## src/rtl/md5bsh_pkg.sv

```systemverilog
`timescale 1ns / 1ps
// Package for the MD5 byte stream hasher: word types, queue entry type,
// controller states and the MD5 step tables. No dependencies.
package md5bsh_pkg;

  // Default depth of the item queue between front and back
  localparam int unsigned QUEUE_DEPTH_DEF = 4;

  // MD5 initial chaining values
  localparam logic [31:0] IV0 = 32'h67452301;
  localparam logic [31:0] IV1 = 32'hefcdab89;
  localparam logic [31:0] IV2 = 32'h98badcfe;
  localparam logic [31:0] IV3 = 32'h10325476;

  // Padding marker byte
  localparam logic [7:0] PAD_BYTE = 8'h80;

  // Input word
  typedef struct packed {
    logic [7:0] data_byte;
    logic       byte_valid;
    logic       final_item;
  } md5_in_t;

  // Output word
  typedef struct packed {
    logic [31:0] digest_word;
    logic [1:0]  word_index;
    logic        last_word;
  } md5_out_t;

  // Classified item as held in the queue
  typedef struct packed {
    logic [7:0] data;
    logic       has_byte;
    logic       is_final;
  } q_entry_t;

  // Back end controller states
  typedef enum logic [2:0] {
    ST_IDLE,
    ST_PAD,
    ST_LEN,
    ST_PREP,
    ST_ROUND,
    ST_FOLD,
    ST_EMIT
  } st_e;

  localparam logic [31:0] STEP_K [64] = '{
    32'hd76aa478, 32'he8c7b756, 32'h242070db, 32'hc1bdceee,
    32'hf57c0faf, 32'h4787c62a, 32'ha8304613, 32'hfd469501,
    32'h698098d8, 32'h8b44f7af, 32'hffff5bb1, 32'h895cd7be,
    32'h6b901122, 32'hfd987193, 32'ha679438e, 32'h49b40821,
    32'hf61e2562, 32'hc040b340, 32'h265e5a51, 32'he9b6c7aa,
    32'hd62f105d, 32'h02441453, 32'hd8a1e681, 32'he7d3fbc8,
    32'h21e1cde6, 32'hc33707d6, 32'hf4d50d87, 32'h455a14ed,
    32'ha9e3e905, 32'hfcefa3f8, 32'h676f02d9, 32'h8d2a4c8a,
    32'hfffa3942, 32'h8771f681, 32'h6d9d6122, 32'hfde5380c,
    32'ha4beea44, 32'h4bdecfa9, 32'hf6bb4b60, 32'hbebfbc70,
    32'h289b7ec6, 32'heaa127fa, 32'hd4ef3085, 32'h04881d05,
    32'hd9d4d039, 32'he6db99e5, 32'h1fa27cf8, 32'hc4ac5665,
    32'hf4292244, 32'h432aff97, 32'hab9423a7, 32'hfc93a039,
    32'h655b59c3, 32'h8f0ccc92, 32'hffeff47d, 32'h85845dd1,
    32'h6fa87e4f, 32'hfe2ce6e0, 32'ha3014314, 32'h4e0811a1,
    32'hf7537e82, 32'hbd3af235, 32'h2ad7d2bb, 32'heb86d391
  };

  // Additive constant of a step
  function automatic logic [31:0] step_k(input logic [5:0] i);
    return STEP_K[i];
  endfunction

  // Rotate amount of a step, by round and position within the group of four
  function automatic logic [4:0] rot_amt(input logic [5:0] i);
    logic [4:0] s;
    s = 5'd7;
    unique case ({i[5:4], i[1:0]})
      4'b0000: s = 5'd7;
      4'b0001: s = 5'd12;
      4'b0010: s = 5'd17;
      4'b0011: s = 5'd22;
      4'b0100: s = 5'd5;
      4'b0101: s = 5'd9;
      4'b0110: s = 5'd14;
      4'b0111: s = 5'd20;
      4'b1000: s = 5'd4;
      4'b1001: s = 5'd11;
      4'b1010: s = 5'd16;
      4'b1011: s = 5'd23;
      4'b1100: s = 5'd6;
      4'b1101: s = 5'd10;
      4'b1110: s = 5'd15;
      default: s = 5'd21;
    endcase
    return s;
  endfunction

  // Message word picked by a step
  function automatic logic [3:0] msg_idx(input logic [5:0] i);
    logic [3:0] j;
    logic [3:0] g;
    j = i[3:0];
    g = j;
    unique case (i[5:4])
      2'd0: g = j;
      2'd1: g = j * 4'd5 + 4'd1;
      2'd2: g = j * 4'd3 + 4'd5;
      default: g = j * 4'd7;
    endcase
    return g;
  endfunction

  // Rotate left by 0..31
  function automatic logic [31:0] rotl32(input logic [31:0] x, input logic [4:0] s);
    logic [63:0] w;
    w = {x, x} << s;
    return w[63:32];
  endfunction

endpackage

```

## src/rtl/md5bsh_front.sv

```systemverilog
`timescale 1ns / 1ps
// Front end: accepts input words, drops empty items, queues the rest.
// Depends on md5bsh_pkg.
module md5bsh_front import md5bsh_pkg::*; #(
  parameter int unsigned QUEUE_DEPTH = QUEUE_DEPTH_DEF
) (
  input  logic     clk_i,
  input  logic     rst_ni,
  input  logic     in_valid_i,
  output logic     in_stall_o,
  input  md5_in_t  in_data_i,
  output logic     q_valid_o,
  output q_entry_t q_head_o,
  input  logic     q_pop_i
);

  localparam int unsigned PTR_W = (QUEUE_DEPTH > 1) ? $clog2(QUEUE_DEPTH) : 1;
  localparam int unsigned CNT_W = $clog2(QUEUE_DEPTH + 1);
  localparam logic [PTR_W-1:0] PTR_LAST = PTR_W'(QUEUE_DEPTH - 1);
  localparam logic [CNT_W-1:0] CNT_FULL = CNT_W'(QUEUE_DEPTH);

  q_entry_t         mem_q [QUEUE_DEPTH];
  logic [PTR_W-1:0] wr_ptr_q, wr_ptr_d;
  logic [PTR_W-1:0] rd_ptr_q, rd_ptr_d;
  logic [CNT_W-1:0] cnt_q, cnt_d;
  logic             push;
  logic             pop;
  q_entry_t         entry;

  // Classify: only items carrying a byte or the end mark go to the back
  assign entry.data     = in_data_i.data_byte;
  assign entry.has_byte = in_data_i.byte_valid;
  assign entry.is_final = in_data_i.final_item;

  assign in_stall_o = (cnt_q == CNT_FULL);
  assign push = in_valid_i && !in_stall_o && (in_data_i.byte_valid || in_data_i.final_item);
  assign pop  = q_pop_i && (cnt_q != '0);

  assign q_valid_o = (cnt_q != '0);
  assign q_head_o  = mem_q[rd_ptr_q];

  // Pointer and fill count update
  always_comb begin
    wr_ptr_d = wr_ptr_q;
    rd_ptr_d = rd_ptr_q;
    cnt_d    = cnt_q;
    if (push) begin
      wr_ptr_d = (wr_ptr_q == PTR_LAST) ? '0 : wr_ptr_q + 1'b1;
    end
    if (pop) begin
      rd_ptr_d = (rd_ptr_q == PTR_LAST) ? '0 : rd_ptr_q + 1'b1;
    end
    if (push && !pop) begin
      cnt_d = cnt_q + 1'b1;
    end else if (pop && !push) begin
      cnt_d = cnt_q - 1'b1;
    end
  end

  always_ff @(posedge clk_i or negedge rst_ni) begin
    if (!rst_ni) begin
      wr_ptr_q <= '0;
      rd_ptr_q <= '0;
      cnt_q    <= '0;
    end else begin
      wr_ptr_q <= wr_ptr_d;
      rd_ptr_q <= rd_ptr_d;
      cnt_q    <= cnt_d;
    end
  end

  // Queue storage
  always_ff @(posedge clk_i) begin
    if (push) begin
      mem_q[wr_ptr_q] <= entry;
    end
  end

endmodule

```

## src/rtl/md5bsh_core.sv

```systemverilog
`timescale 1ns / 1ps
// Back end: block assembly, padding, iterative MD5 compression (one step
// per cycle) and digest output register. Depends on md5bsh_pkg.
module md5bsh_core import md5bsh_pkg::*; (
  input  logic     clk_i,
  input  logic     rst_ni,
  input  logic     q_valid_i,
  input  q_entry_t q_head_i,
  output logic     q_pop_o,
  output logic     out_valid_o,
  input  logic     out_stall_i,
  output md5_out_t out_data_o
);

  st_e         st_q, st_d;
  st_e         ret_q, ret_d;
  logic [60:0] cnt_q, cnt_d;
  logic [31:0] blk_q [16];
  logic [31:0] blk_d [16];
  logic [31:0] chain_q [4];
  logic [31:0] chain_d [4];
  logic [31:0] wa_q, wa_d, wb_q, wb_d, wc_q, wc_d, wd_q, wd_d;
  logic [31:0] km_q, km_d;
  logic [5:0]  step_q, step_d;
  logic [1:0]  k_q, k_d;
  logic        out_valid_q, out_valid_d;
  md5_out_t    out_q, out_d;

  logic [5:0]  pos;
  logic [3:0]  wsel;
  logic [4:0]  lsb;
  logic [63:0] bits;
  logic [31:0] f;
  logic [31:0] t;
  logic [5:0]  nxt;

  assign pos  = cnt_q[5:0];
  assign wsel = pos[5:2];
  assign lsb  = {pos[1:0], 3'b000};
  assign bits = {cnt_q, 3'b000};
  assign nxt  = step_q + 6'd1;

  // Round function
  always_comb begin
    unique case (step_q[5:4])
      2'd0: f = (wb_q & wc_q) | (~wb_q & wd_q);
      2'd1: f = (wb_q & wd_q) | (wc_q & ~wd_q);
      2'd2: f = wb_q ^ wc_q ^ wd_q;
      default: f = wc_q ^ (wb_q | ~wd_q);
    endcase
  end

  assign t = f + wa_q + km_q;

  // Controller
  always_comb begin
    st_d        = st_q;
    ret_d       = ret_q;
    cnt_d       = cnt_q;
    blk_d       = blk_q;
    chain_d     = chain_q;
    wa_d        = wa_q;
    wb_d        = wb_q;
    wc_d        = wc_q;
    wd_d        = wd_q;
    km_d        = km_q;
    step_d      = step_q;
    k_d         = k_q;
    out_d       = out_q;
    out_valid_d = out_valid_q;
    q_pop_o     = 1'b0;

    // output word taken
    if (out_valid_q && !out_stall_i) begin
      out_valid_d = 1'b0;
    end

    unique case (st_q)
      ST_IDLE: begin
        if (q_valid_i) begin
          q_pop_o = 1'b1;
          if (q_head_i.has_byte) begin
            blk_d[wsel][lsb +: 8] = q_head_i.data;
            cnt_d = cnt_q + 61'd1;
            if (pos == 6'd63) begin
              st_d  = ST_PREP;
              ret_d = q_head_i.is_final ? ST_PAD : ST_IDLE;
            end else if (q_head_i.is_final) begin
              st_d = ST_PAD;
            end
          end else if (q_head_i.is_final) begin
            st_d = ST_PAD;
          end
        end
      end
      ST_PAD: begin
        blk_d[wsel][lsb +: 8] = PAD_BYTE;
        if (pos > 6'd55) begin
          // no room for the length: one extra block
          st_d  = ST_PREP;
          ret_d = ST_LEN;
        end else begin
          st_d = ST_LEN;
        end
      end
      ST_LEN: begin
        blk_d[14] = bits[31:0];
        blk_d[15] = bits[63:32];
        st_d      = ST_PREP;
        ret_d     = ST_EMIT;
      end
      ST_PREP: begin
        wa_d   = chain_q[0];
        wb_d   = chain_q[1];
        wc_d   = chain_q[2];
        wd_d   = chain_q[3];
        km_d   = step_k(6'd0) + blk_q[0];
        step_d = 6'd0;
        st_d   = ST_ROUND;
      end
      ST_ROUND: begin
        wa_d   = wd_q;
        wd_d   = wc_q;
        wc_d   = wb_q;
        wb_d   = wb_q + rotl32(t, rot_amt(step_q));
        // constant plus message word for the following step
        km_d   = step_k(nxt) + blk_q[msg_idx(nxt)];
        step_d = nxt;
        if (step_q == 6'd63) begin
          st_d = ST_FOLD;
        end
      end
      ST_FOLD: begin
        chain_d[0] = chain_q[0] + wa_q;
        chain_d[1] = chain_q[1] + wb_q;
        chain_d[2] = chain_q[2] + wc_q;
        chain_d[3] = chain_q[3] + wd_q;
        for (int n = 0; n < 16; n++) begin
          blk_d[n] = '0;
        end
        k_d  = 2'd0;
        st_d = ret_q;
      end
      ST_EMIT: begin
        if (!out_valid_q || !out_stall_i) begin
          out_valid_d       = 1'b1;
          out_d.digest_word = chain_q[k_q];
          out_d.word_index  = k_q;
          out_d.last_word   = (k_q == 2'd3);
          k_d               = k_q + 2'd1;
          if (k_q == 2'd3) begin
            // ready for the next message
            chain_d[0] = IV0;
            chain_d[1] = IV1;
            chain_d[2] = IV2;
            chain_d[3] = IV3;
            cnt_d      = '0;
            st_d       = ST_IDLE;
          end
        end
      end
      default: begin
        st_d = ST_IDLE;
      end
    endcase
  end

  always_ff @(posedge clk_i or negedge rst_ni) begin
    if (!rst_ni) begin
      st_q        <= ST_IDLE;
      ret_q       <= ST_IDLE;
      cnt_q       <= '0;
      step_q      <= '0;
      k_q         <= '0;
      out_valid_q <= 1'b0;
      chain_q[0]  <= IV0;
      chain_q[1]  <= IV1;
      chain_q[2]  <= IV2;
      chain_q[3]  <= IV3;
      for (int n = 0; n < 16; n++) begin
        blk_q[n] <= '0;
      end
    end else begin
      st_q        <= st_d;
      ret_q       <= ret_d;
      cnt_q       <= cnt_d;
      step_q      <= step_d;
      k_q         <= k_d;
      out_valid_q <= out_valid_d;
      chain_q     <= chain_d;
      blk_q       <= blk_d;
    end
  end

  // Working registers and output payload
  always_ff @(posedge clk_i) begin
    wa_q  <= wa_d;
    wb_q  <= wb_d;
    wc_q  <= wc_d;
    wd_q  <= wd_d;
    km_q  <= km_d;
    out_q <= out_d;
  end

  assign out_valid_o = out_valid_q;
  assign out_data_o  = out_q;

endmodule

```

## src/rtl/md5_byte_stream_hasher_unit.sv

```systemverilog
`timescale 1ns / 1ps
// channel | direction | handshake           | payload
// in      | input     | in_valid / in_stall   | md5_in_t  (data_byte, byte_valid, final_item)
// out     | output    | out_valid / out_stall | md5_out_t (digest_word, word_index, last_word)
//
// Bytes leave the queue one at a time while the back end is idle; every 64th byte
// adds a compression (load, 64 steps of the shared round unit, fold), during which
// the queue is not read. The end mark costs one or two compressions and 4 words out.
// Reset sets the chaining words to the MD5 initial values; no clearing pass.
// A queue of QUEUE_DEPTH items lets input continue while the back end works
// or the output stalls; the output register holds one digest word.
// Top level of the MD5 byte stream hasher. Depends on md5bsh_pkg,
// md5bsh_front and md5bsh_core.
module md5_byte_stream_hasher_unit import md5bsh_pkg::*; #(
  parameter int unsigned QUEUE_DEPTH = QUEUE_DEPTH_DEF
) (
  input  logic     clk_i,
  input  logic     rst_ni,
  input  logic     in_valid_i,
  output logic     in_stall_o,
  input  md5_in_t  in_data_i,
  output logic     out_valid_o,
  input  logic     out_stall_i,
  output md5_out_t out_data_o
);

  logic     q_valid;
  q_entry_t q_head;
  logic     q_pop;

  md5bsh_front #(
    .QUEUE_DEPTH(QUEUE_DEPTH)
  ) u_front (
    .clk_i      (clk_i),
    .rst_ni     (rst_ni),
    .in_valid_i (in_valid_i),
    .in_stall_o (in_stall_o),
    .in_data_i  (in_data_i),
    .q_valid_o  (q_valid),
    .q_head_o   (q_head),
    .q_pop_i    (q_pop)
  );

  md5bsh_core u_core (
    .clk_i       (clk_i),
    .rst_ni      (rst_ni),
    .q_valid_i   (q_valid),
    .q_head_i    (q_head),
    .q_pop_o     (q_pop),
    .out_valid_o (out_valid_o),
    .out_stall_i (out_stall_i),
    .out_data_o  (out_data_o)
  );

endmodule

```

## config.mk

```make
export PLATFORM = sky130hd
export DESIGN_NAME = md5_byte_stream_hasher_unit
export DESIGN_NICKNAME = d
export VERILOG_FILES = /design/src/rtl/md5bsh_pkg.sv /design/src/rtl/md5bsh_front.sv /design/src/rtl/md5bsh_core.sv /design/src/rtl/md5_byte_stream_hasher_unit.sv
export SDC_FILE = /design/constraint.sdc
export NUM_CORES = 2
export LEC_CHECK = 0
export ABC_AREA = 1
export BUFFER_PORTS_ARGS = -buffer_cell sky130_fd_sc_hd__buf_2
export CORE_UTILIZATION = 60
export CTS_CLUSTER_DIAMETER = 50
export DETAILED_ROUTE_END_ITERATION = 10
export GPL_TIMING_DRIVEN = 0
export PLACE_DENSITY = 0.78
export RECOVER_POWER = 100
export REMOVE_ABC_BUFFERS = 1
export SYNTH_ARGS = -nofsm -noshare
export SYNTH_HDL_FRONTEND = slang
export SYNTH_SLANG_ARGS = --single-unit
export TNS_END_PERCENT = 5
```

## constraint.sdc

```tcl
create_clock -name clk_i -period 14.4 [get_ports clk_i]
set_input_delay 0.72 -clock clk_i [delete_from_list [all_inputs] [get_ports clk_i]]
set_output_delay 0.72 -clock clk_i [all_outputs]
set_load 0.01 [all_outputs]
```

==> results by stage <==
Run status:
- The flow ran to the end, but the final reports show violations.
- The checks that failed: max-capacitance violations, max-slew violations.

Setup path:
- The kind of cell adding the most delay to the critical path is buffers and inverters.
- The cell at the slowest stage of the critical path is clkinvlp_2.
- Walking the worst path, the cells encountered are nor2_1, inv_1, nor2_1, clkinvlp_2, clkbuf_1, nand2_1, o22ai_1.
- The element type at the critical path end is a flop.
- STA classifies the critical path startpoint as a flop.
- The largest fanout on the critical path is 79.
- The buffer and inverter count on the worst path is 3.
- Tracing the worst setup path back leads to its startpoint at u_core.st_q[1]$_DFFE_PN0P_.
- The data arrival time of the worst path is 13590 ps.
- The delay of the slowest cell on the worst path is 3210 ps.
- The critical register-to-register path startpoint is u_core.st_q[1]$_DFFE_PN0P_.
- The worst setup path is of the reg -> reg kind.
- The cell seen most often among critical-path stages is nor2_1.
- STA puts the critical path data required time at 14960 ps.

Drt:
- The remaining antenna violation count after routing is 0.
- The detailed router placed 65800 vias in this run.
- For this run, design rule violations remaining after detail routing come to 0.
- The via-per-instance ratio is 6.47.
- The routed design has 243000 um of wire.
- In the final routed layout, each cell accounts on average for 23.9 um.
- The first detailed-routing pass ran for 7 iterations.
- The initial detailed-routing violation count is 8151.

Place:
- The wire-length estimate of the detail-placed layout is 177000 um.
- The number of port buffers is 50.
- The pre-CTS setup slack is 3080 ps.
- The placed instances occupy a cell area of 67300 um^2.
- The final estimated routing congestion in global placement is 1.07.
- The cell count after placement is 9955.

Synth:
- During synthesis, Yosys emitted a total of 0 warnings.
- The number of register bits inferred by synthesis is 958.
- In the synthesized netlist the async set-or-reset flop fraction comes to 0.755.
- The number of flops mapped to enable cells by yosys is 235.
- The proportion of synthesized chip area in sequential cells is 0.386.
- Counting every instance in the synthesized netlist gives 8808.
- The most frequently used flop master after synthesis is dfrtp_1.
- The mean instance size in the synthesized netlist is 7.43 um^2.
- The post-synthesis instance area is 65400 um^2.
- The number of distinct library cells after synthesis is 74.

Finish:
- The post-layout net count is 8983.
- The finished layout holds 10200 standard cells, fillers aside.
- Once layout is done, the placed cells without fillers occupy 70500 um^2.
- The layout-stage area growth over the synthesis result is 7.85%.
- The number of inserted diodes is 0.
- Of the cells placed in the final design, the portion with a size suffix greater than 1 is 0.0426.
- At the end of the flow the core is filled with cells to 0.656.

Global routing:
- The largest net degree at the start of global routing is 148.
- The global router's overall resource usage is 0.431.
- The number of global-route vias before repair was 62900.
- The first-pass GRT wire length is 367000 um.
- After global routing the overflow that remains totals 0.
- The number of antenna violations at the first check in global routing is 6.

CTS:
- The clock transition at the register clock pins on the worst setup and hold paths after CTS is 60 ps.
- The clock tree from TritonCTS is done.
- The post-cts resize count is 0.
- The CTS root buffer is clkbuf_16.
- The number of buffers added by the clock tree synthesis step is 115.
- Hold repair after CTS inserted 0 buffers.
- The post-CTS repair timing setup buffer count is 0.
- In this run the number of H-tree levels came out at 3.
- The maximum buffer depth of the clock tree is 3.
- The total clock sinks is 958.
- The source-to-sink clock delay at the later pin of the worst-skew pair is 770 ps.

STA:
- Setup repair after global routing left no endpoint under its margin.
- Timing would allow up to 0.0768 GHz.
- The worst-case setup margin in the final layout is 1370 ps.
- The share of the cycle needed by the critical path after routing is 0.905.
- The transition time of the tightest slew-check pin is 6090 ps.
- After layout, the minimum clock period comes to 13030 ps.
- The worst pin sits at a relative slew slack of -3.06.
- The final-report hold violation count is 0.
- Setup violations remaining at the end of the flow were counted as 0.
- The max-slew violation count came to 1259.
- The clock arrives with 77.4 ps of skew.

Floorplanning:
- The area of the core region is 108000 um^2.
- The floorplan has 120 rows.
- The die boundary width is 332 um.
- The total I/O pin count is 51.
- The die outline area is 110000 um^2.
- The overall die height is 332 um.
- The initial core utilization is 0.608.

Min path:
- The path category of the worst min-delay check is in -> reg.
- The worst hold path begins at in_data_i[7].

Pwr:
- The power density over cell area is 84.2 nW/um^2.
- The highest ir drop seen on vdd is 0.000106 V.
- For this design the static power due to leakage is 0.0322 uW.

Run:
- The number of maximum-capacitance violations is 27.
[metal layers]
layer | track usage | routed length (um) | up-vias
met1 | 0.527 | 88800 | 31000
met3 | 0.0824 | 23900 | 1013
li1 | - | - | 29700
met4 | 0.322 | 21500 | 6
met2 | 0.679 | 109000 | 4005
met5 | 0 | 35 | -
[path summary, 6_finish.rpt]
| check | end | slack [ps] | cells after the start |
|---|---|---|---|
| worst min register to register | u_core.ret_q[2]$_DFFE_PN0P_ | 500 | 2 |
| max in group asynchronous | asynchronous set/reset pin | 4740 | 2 |
| worst max register to register | flop | 1370 | 7 |
| worst min-delay path | u_front.mem_q[2][7]$_DFFE_PP_ | 220 | 1 |
| worst max-delay path | flop | 1370 | 7 |
| min in group asynchronous | u_front.wr_ptr_q[1]$_DFFE_PN0P_ | 1840 | 1 |
[where the power goes]
| part | internal, uW | leakage [uW] | total [uW] | switching [uW] |
|---|---|---|---|---|
| Combinational | 27.3 | 0.0187 | 141 | 114 |
| Clock | 1690 | 0.00190 | 2980 | 1300 |
| Sequential | 2800 | 0.0116 | 2810 | 10.8 |
| Total | 4510 | 0.0322 | 5940 | 1420 |
[kinds of logic after synthesis]
family                   synth area share
AO/OA/AOI/OAI                       0.235
XOR/XNOR                           0.0200
adder cells (fa/ha/maj)            0.0622
buffers and inverters               0.107
flip-flops                          0.386
multiplexers                     0.000956
AND/OR/NAND/NOR                     0.190
[final cells by class]
cell class / instances / area, um^2
clock inverter: 60 / 663
sequential: 958 / 25200
clock buffer: 157 / 3260
tap: 1403 / 1760
fill: 9356 / 37000
multi-input combinational: 6018 / 33200
timing repair buffer: 100 / 926
inverter: 1477 / 5560
[through the flow]
stage / power (uW) / hold slack, ps / setup TNS (ps)
finish: 5940 / 222 / 0
floorplan: 2920 / 424 / -301740
CTS: 5940 / 32.7 / 0
global route: 6040 / 224 / 0
detailed placement: 3010 / 474 / 0
global placement: 3000 / 460 / -8321950
[placed cells by master (no fill, tap or decap), types with 64 or more instances in the layout]
master,netlist,routed
dfrtp_1,659,659
xnor2_1,66,66
o221ai_1,123,121
a21oi_1,535,534
xor2_1,83,83
nor2_1,866,875
o21ai_0,978,982
dfstp_2,64,64
inv_1,1430,1426
nand3_1,467,470
a22oi_1,151,151
nand2_1,1368,1373
clkbuf_1,261,90
clkbuf_16,0,117
nor3_1,101,104
o22ai_1,511,511
edfxtp_1,235,235
ha_1,255,255
[cell usage after synthesis, types with 7 or more instances]
cell type / count / area, um^2
a211oi_1: 13 / 97.6
o21a_1: 25 / 188
a22o_1: 8 / 70.1
o32ai_1: 42 / 368
nand4_1: 39 / 244
o21ai_1: 12 / 60.1
nand3b_1: 7 / 52.6
ha_1: 255 / 3190
or2_2: 22 / 138
fa_1: 44 / 881
nor2_2: 10 / 62.6
o221ai_1: 123 / 1080
nor4_1: 20 / 125
nand2_2: 13 / 81.3
o31ai_1: 17 / 128
a21o_1: 22 / 165
inv_2: 25 / 93.8
buf_2: 54 / 270
a32oi_1: 13 / 114
dfstp_2: 64 / 1680
nor3_1: 101 / 505
a22oi_1: 151 / 1130
xor2_1: 83 / 727
o211ai_1: 43 / 323
nor2_1: 866 / 3250
buf_1: 30 / 113
a21boi_0: 10 / 75.1
o21ai_0: 978 / 4890
edfxtp_1: 235 / 7060
inv_1: 1430 / 5370
a221oi_1: 18 / 158
a21oi_1: 535 / 2680
a31oi_1: 24 / 150
clkinv_1: 20 / 75.1
o22ai_1: 511 / 3200
nor3b_1: 22 / 165
nor2_4: 8 / 90.1
xnor2_1: 66 / 578
o21bai_1: 19 / 143
clkbuf_1: 261 / 980
nand2_1: 1368 / 5130
a32o_1: 10 / 100
dfrtp_1: 659 / 16500
nand3_1: 467 / 2340
Note: power is estimated with default switching activity, not from simulation.
